File: src/sv/rwsf_pkg.sv
// Shared constants, tables and types of the register-write SysEx framer.
package rwsf_pkg;

  localparam int MAX_CHIPS     = 4;
  localparam int REGS_PER_CHIP = 28;
  localparam int NUM_ENTRIES   = MAX_CHIPS * REGS_PER_CHIP;
  localparam int ENTRY_W       = $clog2(NUM_ENTRIES);

  localparam logic [7:0] SOX       = 8'hF0;
  localparam logic [7:0] MFR_ID    = 8'h2D;
  localparam logic [7:0] EOX       = 8'hF7;
  localparam logic [7:0] LOW7_MASK = 8'h7F;

  localparam logic OP_WRITE = 1'b0;
  localparam logic OP_FLUSH = 1'b1;

  // voice control registers, their secondary slots and the forcing range
  localparam logic [4:0] REG_VC1   = 5'h04;
  localparam logic [4:0] REG_VC2   = 5'h0B;
  localparam logic [4:0] REG_VC3   = 5'h12;
  localparam logic [4:0] REG_SEC1  = 5'h19;
  localparam logic [4:0] REG_SEC2  = 5'h1A;
  localparam logic [4:0] REG_SEC3  = 5'h1B;
  localparam logic [4:0] REG_FORCE_LO = 5'h16;
  localparam logic [4:0] REG_FORCE_HI = 5'h18;

  // one frame byte handed to the packer
  typedef struct packed {
    logic       vld;
    logic [7:0] value;
    logic       eof;
    logic       last;
  } push_t;

  function automatic logic [7:0] chip_addr(logic [1:0] c);
    logic [7:0] a;
    unique case (c)
      2'd0: a = 8'h4E;
      2'd1: a = 8'h50;
      2'd2: a = 8'h51;
      2'd3: a = 8'h52;
    endcase
    return a;
  endfunction

  // register visited at each position of the frame's map order
  function automatic logic [4:0] scan_reg(logic [4:0] i);
    logic [4:0] r;
    unique case (i)
      5'd0:  r = 5'd0;
      5'd1:  r = 5'd1;
      5'd2:  r = 5'd2;
      5'd3:  r = 5'd3;
      5'd4:  r = 5'd5;
      5'd5:  r = 5'd6;
      5'd6:  r = 5'd7;
      5'd7:  r = 5'd8;
      5'd8:  r = 5'd9;
      5'd9:  r = 5'd10;
      5'd10: r = 5'd12;
      5'd11: r = 5'd13;
      5'd12: r = 5'd14;
      5'd13: r = 5'd15;
      5'd14: r = 5'd16;
      5'd15: r = 5'd17;
      5'd16: r = 5'd19;
      5'd17: r = 5'd20;
      5'd18: r = 5'd21;
      5'd19: r = 5'd22;
      5'd20: r = 5'd23;
      5'd21: r = 5'd24;
      5'd22: r = 5'd4;
      5'd23: r = 5'd11;
      5'd24: r = 5'd18;
      5'd25: r = 5'd25;
      5'd26: r = 5'd26;
      5'd27: r = 5'd27;
      default: r = 5'd0;
    endcase
    return r;
  endfunction

  // chip * 28 + reg
  function automatic logic [ENTRY_W-1:0] entry(logic [1:0] c, logic [4:0] r);
    return {c, 5'b0} - {3'b0, c, 2'b0} + {2'b0, r};
  endfunction

  function automatic logic is_vc(logic [4:0] r);
    return (r == REG_VC1) || (r == REG_VC2) || (r == REG_VC3);
  endfunction

  function automatic logic is_force(logic [4:0] r);
    return (r >= REG_FORCE_LO) && (r <= REG_FORCE_HI);
  endfunction

  function automatic logic [4:0] sec_of(logic [4:0] r);
    logic [4:0] s;
    priority if (r == REG_VC1) s = REG_SEC1;
    else if (r == REG_VC2)     s = REG_SEC2;
    else                       s = REG_SEC3;
    return s;
  endfunction

endpackage

File: src/sv/rwsf_ram.sv
// Generic single-port-write, registered-read RAM.
module rwsf_ram #(
  parameter int WIDTH = 8,
  parameter int DEPTH = 112
) (
  input  logic                     clk,
  input  logic                     we,
  input  logic [$clog2(DEPTH)-1:0] waddr,
  input  logic [WIDTH-1:0]         wdata,
  input  logic [$clog2(DEPTH)-1:0] raddr,
  output logic [WIDTH-1:0]         rdata
);

  logic [WIDTH-1:0] mem [DEPTH];

  always_ff @(posedge clk) begin
    if (we) begin
      mem[waddr] <= wdata;
    end
    rdata <= mem[raddr];
  end

endmodule

File: src/sv/rwsf_packer.sv
// Packs frame bytes four to a result word (fewer in the word that ends a frame) and registers the result.
module rwsf_packer (
  input  logic           clk,
  input  logic           rst,
  input  rwsf_pkg::push_t push,
  output logic           strobe,
  output logic [7:0]     byte_a,
  output logic [7:0]     byte_b,
  output logic [7:0]     byte_c,
  output logic [7:0]     byte_d,
  output logic [2:0]     byte_count,
  output logic           frame_end,
  output logic           last
);
  import rwsf_pkg::*;

  logic [2:0][7:0] hold;
  logic [1:0]      fill;
  logic            emit;
  logic [3:0][7:0] word;

  assign emit = push.vld && (push.eof || fill == 2'd3);

  always_comb begin
    word[0] = (fill == 2'd0) ? push.value : hold[0];
    word[1] = (fill == 2'd1) ? push.value : ((fill > 2'd1) ? hold[1] : 8'h00);
    word[2] = (fill == 2'd2) ? push.value : ((fill > 2'd2) ? hold[2] : 8'h00);
    word[3] = (fill == 2'd3) ? push.value : 8'h00;
  end

  always_ff @(posedge clk) begin
    if (rst) begin
      fill   <= 2'd0;
      strobe <= 1'b0;
    end else begin
      strobe <= emit;
      if (push.vld) begin
        if (emit) begin
          fill <= 2'd0;
        end else begin
          hold[fill] <= push.value;
          fill       <= fill + 2'd1;
        end
      end
    end
    if (emit) begin
      byte_a     <= word[0];
      byte_b     <= word[1];
      byte_c     <= word[2];
      byte_d     <= word[3];
      byte_count <= {1'b0, fill} + 3'd1;
      frame_end  <= push.eof;
      last       <= push.last;
    end
  end

endmodule

File: src/sv/register_write_sysex_framer_core.sv
// Top level of the register-write SysEx framer.
//
// Items enter on start while busy is low: opcode selects a register write
// (chip, reg_addr, data) or a flush. Configuration: cfg_we writes cfg_data
// into active_chips (reset 1); the user must do so only while the block is
// idle, which the block itself does not enforce. A first or ignored write
// completes in the idle state; a repeated write to a voice control
// register with a marked secondary slot goes through read, move back and
// store. A flush walks each active chip: it scans the shadow RAM for the
// MSB mask, sends the masks, re-reads the modified bytes and closes the
// frame. A forcing write to a marked register flushes first; a retry state
// then stores it if its mark was cleared. Results leave as words of up to
// four bytes, one word per strobe cycle, through an output register; the
// receiver cannot stall, so words are never held back. last marks the
// final word of an item. Reset clears the marks and the written-flags of
// the shadow file, so every register reads as zero until written.
module register_write_sysex_framer_core (
  input  logic       clk,
  input  logic       rst,
  input  logic       start,
  output logic       busy,
  input  logic       opcode,
  input  logic [1:0] chip,
  input  logic [4:0] reg_addr,
  input  logic [7:0] data,
  input  logic       cfg_we,
  input  logic [2:0] cfg_data,
  output logic       strobe,
  output logic [7:0] byte_a,
  output logic [7:0] byte_b,
  output logic [7:0] byte_c,
  output logic [7:0] byte_d,
  output logic [2:0] byte_count,
  output logic       frame_end,
  output logic       last
);
  import rwsf_pkg::*;

  localparam logic [3:0] S_IDLE     = 4'd0;
  localparam logic [3:0] S_SEC_PRIM = 4'd1;
  localparam logic [3:0] S_SEC_WR   = 4'd2;
  localparam logic [3:0] S_SCAN     = 4'd3;
  localparam logic [3:0] S_MASK     = 4'd4;
  localparam logic [3:0] S_DATA     = 4'd5;
  localparam logic [3:0] S_END      = 4'd6;
  localparam logic [3:0] S_RETRY    = 4'd7;

  localparam logic [4:0] SCAN_LEN  = 5'(REGS_PER_CHIP);
  localparam logic [4:0] MASK_LAST = 5'd7;

  logic [3:0]             state;
  logic [2:0]             active_chips;
  logic [1:0]             it_chip;
  logic [4:0]             it_reg;
  logic [7:0]             it_data;
  logic                   retry;
  logic [1:0]             cc;
  logic [4:0]             step;
  logic [REGS_PER_CHIP-1:0] mod_mask;
  logic [REGS_PER_CHIP-1:0] msb_mask;
  logic                   rd_pend;
  logic                   rd_pend_next;
  logic [4:0]             pend_i;
  logic [NUM_ENTRIES-1:0] marks;
  logic [NUM_ENTRIES-1:0] written;
  logic                   rd_valid;

  logic                   we;
  logic [ENTRY_W-1:0]     waddr;
  logic [7:0]             wdata;
  logic [ENTRY_W-1:0]     raddr;
  logic [7:0]             rdata;
  logic [7:0]             rd_byte;
  logic                   mark_set;
  logic [ENTRY_W-1:0]     mark_idx;
  logic                   mark_clr;
  push_t                  push;

  logic                   acc;
  logic                   in_ok;
  logic [2:0]             lim;
  logic                   last_chip;
  logic [ENTRY_W-1:0]     in_idx;
  logic [ENTRY_W-1:0]     sec_idx;
  logic [ENTRY_W-1:0]     it_idx;
  logic [ENTRY_W-1:0]     it_sec_idx;
  logic [ENTRY_W-1:0]     scan_idx;
  logic [6:0]             mask_grp;

  assign busy      = (state != S_IDLE);
  assign acc       = start && !busy;
  assign in_ok     = (reg_addr < SCAN_LEN);
  assign lim       = (active_chips > 3'(MAX_CHIPS)) ? 3'(MAX_CHIPS) : active_chips;
  assign last_chip = ({1'b0, cc} == lim - 3'd1);
  assign in_idx    = entry(chip, reg_addr);
  assign sec_idx   = entry(chip, sec_of(reg_addr));
  assign it_idx    = entry(it_chip, it_reg);
  assign it_sec_idx = entry(it_chip, sec_of(it_reg));
  assign scan_idx  = entry(cc, scan_reg(step));
  assign rd_byte   = rd_valid ? rdata : 8'h00;
  assign mask_grp  = step[2] ? msb_mask[7*step[1:0] +: 7] : mod_mask[7*step[1:0] +: 7];

  rwsf_ram #(
    .WIDTH(8),
    .DEPTH(NUM_ENTRIES)
  ) u_shadow (
    .clk  (clk),
    .we   (we),
    .waddr(waddr),
    .wdata(wdata),
    .raddr(raddr),
    .rdata(rdata)
  );

  rwsf_packer u_pack (
    .clk       (clk),
    .rst       (rst),
    .push      (push),
    .strobe    (strobe),
    .byte_a    (byte_a),
    .byte_b    (byte_b),
    .byte_c    (byte_c),
    .byte_d    (byte_d),
    .byte_count(byte_count),
    .frame_end (frame_end),
    .last      (last)
  );

  // datapath steering: shadow RAM ports, mark updates, frame bytes
  always_comb begin
    we           = 1'b0;
    waddr        = in_idx;
    wdata        = data;
    raddr        = sec_idx;
    mark_set     = 1'b0;
    mark_idx     = in_idx;
    mark_clr     = 1'b0;
    push         = '0;
    rd_pend_next = 1'b0;
    unique case (state)
      S_IDLE: begin
        if (acc && opcode == OP_WRITE && in_ok) begin
          if (!marks[in_idx]) begin
            we       = 1'b1;
            mark_set = 1'b1;
          end else if (is_vc(reg_addr) && !marks[sec_idx]) begin
            we       = 1'b1;
            waddr    = sec_idx;
            mark_set = 1'b1;
            mark_idx = sec_idx;
          end
        end
      end
      S_SEC_PRIM: begin
        // move the older secondary value back into the primary
        we    = 1'b1;
        waddr = it_idx;
        wdata = rd_byte;
      end
      S_SEC_WR: begin
        we    = 1'b1;
        waddr = it_sec_idx;
        wdata = it_data;
      end
      S_SCAN: begin
        raddr        = scan_idx;
        rd_pend_next = (step < SCAN_LEN);
        if (step < 5'd3) begin
          push.vld = 1'b1;
          priority if (step == 5'd0) push.value = SOX;
          else if (step == 5'd1)     push.value = MFR_ID;
          else                       push.value = chip_addr(cc);
        end
      end
      S_MASK: begin
        push.vld   = 1'b1;
        push.value = {1'b0, mask_grp};
      end
      S_DATA: begin
        raddr        = scan_idx;
        rd_pend_next = (step < SCAN_LEN) && marks[scan_idx];
        if (rd_pend) begin
          push.vld   = 1'b1;
          push.value = rd_byte & LOW7_MASK;
        end
      end
      S_END: begin
        push.vld   = 1'b1;
        push.value = EOX;
        push.eof   = 1'b1;
        push.last  = last_chip;
        mark_clr   = 1'b1;
      end
      S_RETRY: begin
        if (!marks[it_idx]) begin
          we       = 1'b1;
          waddr    = it_idx;
          wdata    = it_data;
          mark_set = 1'b1;
          mark_idx = it_idx;
        end
      end
      default: ;
    endcase
  end

  always_ff @(posedge clk) begin
    rd_valid <= written[raddr];
    if (rst) begin
      state        <= S_IDLE;
      active_chips <= 3'd1;
      marks        <= '0;
      written      <= '0;
      rd_pend      <= 1'b0;
      retry        <= 1'b0;
      cc           <= 2'd0;
      step         <= 5'd0;
    end else begin
      if (cfg_we) begin
        active_chips <= cfg_data;
      end
      if (we) begin
        written[waddr] <= 1'b1;
      end
      if (mark_set) begin
        marks[mark_idx] <= 1'b1;
      end
      if (mark_clr) begin
        for (int c = 0; c < MAX_CHIPS; c++) begin
          for (int r = 0; r < REGS_PER_CHIP; r++) begin
            if (cc == 2'(c)) begin
              marks[c*REGS_PER_CHIP + r] <= 1'b0;
            end
          end
        end
      end
      rd_pend <= rd_pend_next;

      unique case (state)
        S_IDLE: begin
          if (acc) begin
            it_chip <= chip;
            it_reg  <= reg_addr;
            it_data <= data;
            retry   <= 1'b0;
            cc      <= 2'd0;
            step    <= 5'd0;
            if (opcode == OP_FLUSH) begin
              state <= (lim == 3'd0) ? S_IDLE : S_SCAN;
            end else if (in_ok && marks[in_idx]) begin
              if (is_vc(reg_addr) && marks[sec_idx]) begin
                state <= S_SEC_PRIM;
              end else if (is_force(reg_addr)) begin
                // flush first, then store the write if its mark was cleared
                retry <= 1'b1;
                state <= (lim == 3'd0) ? S_IDLE : S_SCAN;
              end
            end
          end
        end
        S_SEC_PRIM: state <= S_SEC_WR;
        S_SEC_WR:   state <= S_IDLE;
        S_SCAN: begin
          if (rd_pend) begin
            msb_mask[pend_i] <= rd_byte[7];
          end
          if (step < SCAN_LEN) begin
            mod_mask[step] <= marks[scan_idx];
            pend_i         <= step;
            step           <= step + 5'd1;
          end else begin
            step  <= 5'd0;
            state <= S_MASK;
          end
        end
        S_MASK: begin
          if (step == MASK_LAST) begin
            step  <= 5'd0;
            state <= S_DATA;
          end else begin
            step <= step + 5'd1;
          end
        end
        S_DATA: begin
          if (step < SCAN_LEN) begin
            step <= step + 5'd1;
          end else begin
            state <= S_END;
          end
        end
        S_END: begin
          step <= 5'd0;
          if (last_chip) begin
            state <= retry ? S_RETRY : S_IDLE;
          end else begin
            cc    <= cc + 2'd1;
            state <= S_SCAN;
          end
        end
        S_RETRY: state <= S_IDLE;
        default: state <= S_IDLE;
      endcase
    end
  end

endmodule

File: config.mk
export PLATFORM = sky130hd
export DESIGN_NAME = register_write_sysex_framer_core
export DESIGN_NICKNAME = d
export VERILOG_FILES = /design/src/sv/rwsf_pkg.sv /design/src/sv/rwsf_ram.sv /design/src/sv/rwsf_packer.sv /design/src/sv/register_write_sysex_framer_core.sv
export SDC_FILE = /design/constraint.sdc
export NUM_CORES = 2
export LEC_CHECK = 0
export BUFFER_PORTS_ARGS = -buffer_cell sky130_fd_sc_hd__buf_2
export CORE_MARGIN = 10
export CORE_UTILIZATION = 50
export CTS_CLUSTER_DIAMETER = 30
export CTS_CLUSTER_SIZE = 28
export DETAILED_ROUTE_END_ITERATION = 16
export GPL_TIMING_DRIVEN = 0
export MAX_ROUTING_LAYER = met4
export PLACE_DENSITY = 0.74
export SYNTH_ARGS = -nofsm -noshare
export SYNTH_HDL_FRONTEND = slang
export SYNTH_SLANG_ARGS = --single-unit
File: constraint.sdc
create_clock -name clk -period 14.4 [get_ports clk]
set_input_delay 1.44 -clock clk [delete_from_list [all_inputs] [get_ports clk]]
set_output_delay 1.44 -clock clk [all_outputs]
set_load 0.005 [all_outputs]
==> flow_summary.ini <==
[power]
power_frac_comb_pct = 12.9
swShare_pct = 27.7
internal_power_mw = 8.40
irDropWorstVdd_v = 0.000157
pwr-share-seq_pct = 37.1
power.leakage_nw = 23.4
p_switching_mw = 3.22
clockPowerShare_pct = 49.9
power_density_mw_per_mm2 = 170

[global_route]
antenna_found_initial = 2
grt_pass1_vias = 42900
grt_overflow = 0
grt_start_max_net_pins = 71
grt_usage_pct = 30.9
grt_pass1_wl_um = 284000

[worst_setup_path]
reg2regPathDepth = 16
worstSetupPathType = in2reg
cp-start-kind = input pin
cp_max_fo = 10
required_ns = 14.86
arrival_ns = 8.94
endpoint_kind = register

[synthesis]
synth_top_cell_by_area = edfxtp_1
yosysSeqAreaShare_pct = 63.5
synth_cell_types = 99
synth_area_mm2 = 0.0569
synth_edf_count = 1033
synth-main-ff-cell = edfxtp_1
ys_top_cells_by_area = edfxtp_1, dfxtp_1, nand2_1
syn_avg_cell_area_um2 = 11.8
synth_top_area_share_pct = 54.5
ys_ff_latch = 1289
yosysWarnings = 0
syn_inst = 4841
synth_fp_nets = 4906
async_flop_share_pct = 0

[sta]
finalSetupViolCount = 0
min_period_over_period_pct = 58.9
max_freq_mhz = 118
setup_tns_ns = 0
fin_skew_ns = 0.0518
rsz0062_at_grt = false
tightest_slew_ns = 1.59
min_period_ns = 8.48
maxSlewViolCount = 9
relSlewSlack_pct = -6.39
finalHoldViolCount = 0

[clock_network]
holdBufCountCts = 0
clk_pin_slew_ns = 0.05
clockBufferDepth = 3
cts_buffers = 241
tritoncts = done
root_buffer = clkbuf_16
cts_sinks = 1289
cts_setup_buffers = 0
post_cts_resized = 0
cts.htree.levels = 4
worstSkewPairLatency_ns = 0.86

[route]
via_count = 44800
finalWirelength_um = 197000
drt_pass1_iterations = 12
ant_nets = 0
drc = 0
wl_per_cell_um = 28.6
met3_length_um = 25800
drt-initial-drc-count = 7192
top_layer = met4
met2_length_um = 87400
wl_met1_um = 71500
vias_per_cell = 6.50

[die]
rows = 123
core_area_mm2 = 0.113
die_w_um = 357
die_height_um = 357
start_util_pct = 50.5
ios = 62
die_area_mm2 = 0.128

[cells_and_area]
drive_gt1_share_pct = 13.2
postLayoutCoreUtil_pct = 60.5
layout_commonest_cell = nand2_1
regMostFlops = u_shadow.mem
final_cell_mix = nand2_1, edfxtp_1, clkbuf_1, dfxtp_1, clkbuf_16
top_regs = u_shadow.mem: 896 flops, marks: 112 flops, written: 112 flops
largest_register_ffs = 896
nets = 5232
fillers = 8499
syn2layout_area_growth_pct = 19.8

[outcome]
status = complete, but fails checks
violations = capacitance limit, slew limit

[placement]
io_buffers = 60
gp_congestion = 1.04
place_hpwl_um = 133000

[hold_path]
hold_path_class = reg2reg
whs_path_depth = 0

[run]
maxCapViolations = 1
## kinds of logic (layout without fill, tap and decap cells)
family                     after synthesis  count (layout)  synth area share, %
and+or+nand+nor                       2015            2015                 15.5
DFF                                   1289            1289                 63.5
AOI/OAI and AO/OA                      891             891                 11.8
buffers and inverters                  412             953                 2.91
muxes                                  171             171                 5.09
adders and majority gates               42              42                0.949
xor gates and xnor gates                21              21                0.323
other                                    0               2                    0
## power by group through the flow
| stage | Combinational [mW] | Sequential (mW) | Clock (mW) |
|---|---|---|---|
| final | 1.50 | 4.31 | 5.80 |
| after floorplan | 0.736 | 4.40 | 0 |
| after global routing | 1.54 | 4.31 | 6.00 |
| after detailed placement | 1.42 | 4.38 | 0 |
| after global placement | 1.31 | 4.47 | 0 |
| after CTS | 1.44 | 4.31 | 5.82 |
## Yosys cell counts, types with 59 or more instances
master and n:
a21oi_1 75, mux2i_1 61, nor2_1 241, and3_1 182, a31oi_1 135, a311oi_1 143, dfxtp_1 256, nand2_1 1203
clkbuf_1 294, a22o_1 59, edfxtp_1 1033, mux4_2 93, nand3_1 211, o21ai_0 105, o2bb2ai_1 113, a211oi_1 89
## through the flow
stage                     cells  worst slack (ns)  hold WS, ns  cell area [µm²]  power, mW
after floorplan            4841              7.20        0.406            56900       5.14
after global placement     6401             0.799        0.413            59100       5.78
after detailed placement   6422              5.51        0.429            59700       5.81
after CTS                  6880              6.37        0.441            68200       11.6
after global routing       6882              5.80        0.450            68200       11.9
final                      6884              5.92        0.447            68200       11.6
## final timing paths
| check | start | endpoint | slack, ns |
|---|---|---|---|
| min | step[4] | pend_i[4] | 0.45 |
| max reg2reg | it_chip[0] | u_shadow.mem[60][4] | 6.38 |
| max | chip[0] | u_shadow.mem[60][4] | 5.92 |
| min reg2reg | step[4] | pend_i[4] | 0.45 |
## routing by layer
layer | track usage [%] | up-vias
li1 | - | 18900
met1 | 38.6 | 21700
met2 | 45.7 | 3536
met3 | 8.19 | 673
met4 | 16.6 | 0
met5 | - | -
## worst max-delay path, cell delays in order
cell	delay [ns]
buf_2	0.24
inv_1	0.30
ha_1	0.58
inv_1	0.29
fa_1	0.52
xor2_1	1.03
nor2_1	0.12
a2111oi_0	0.65
a32oi_1	0.27
a21oi_1	0.42
o2111ai_1	0.36
o311ai_2	0.25
nand4_1	0.83
clkbuf_1	0.77
nor2_1	0.83
## area by class of cell
class | count | area [µm²] | share of cell area [%]
sequential | 1289 | 36100 | 53.0
inverter | 42 | 158 | 0.231
antenna | 2 | 5.00 | 0.00734
tap | 1500 | 1880 | 2.75
timing repair buffer | 83 | 733 | 1.07
clock buffer | 279 | 6250 | 9.16
buffer | 370 | 1510 | 2.21
clock inverter | 179 | 2250 | 3.30
multi-input combinational | 3140 | 19300 | 28.3
No activity file was read; power rests on OpenSTA's default activity.
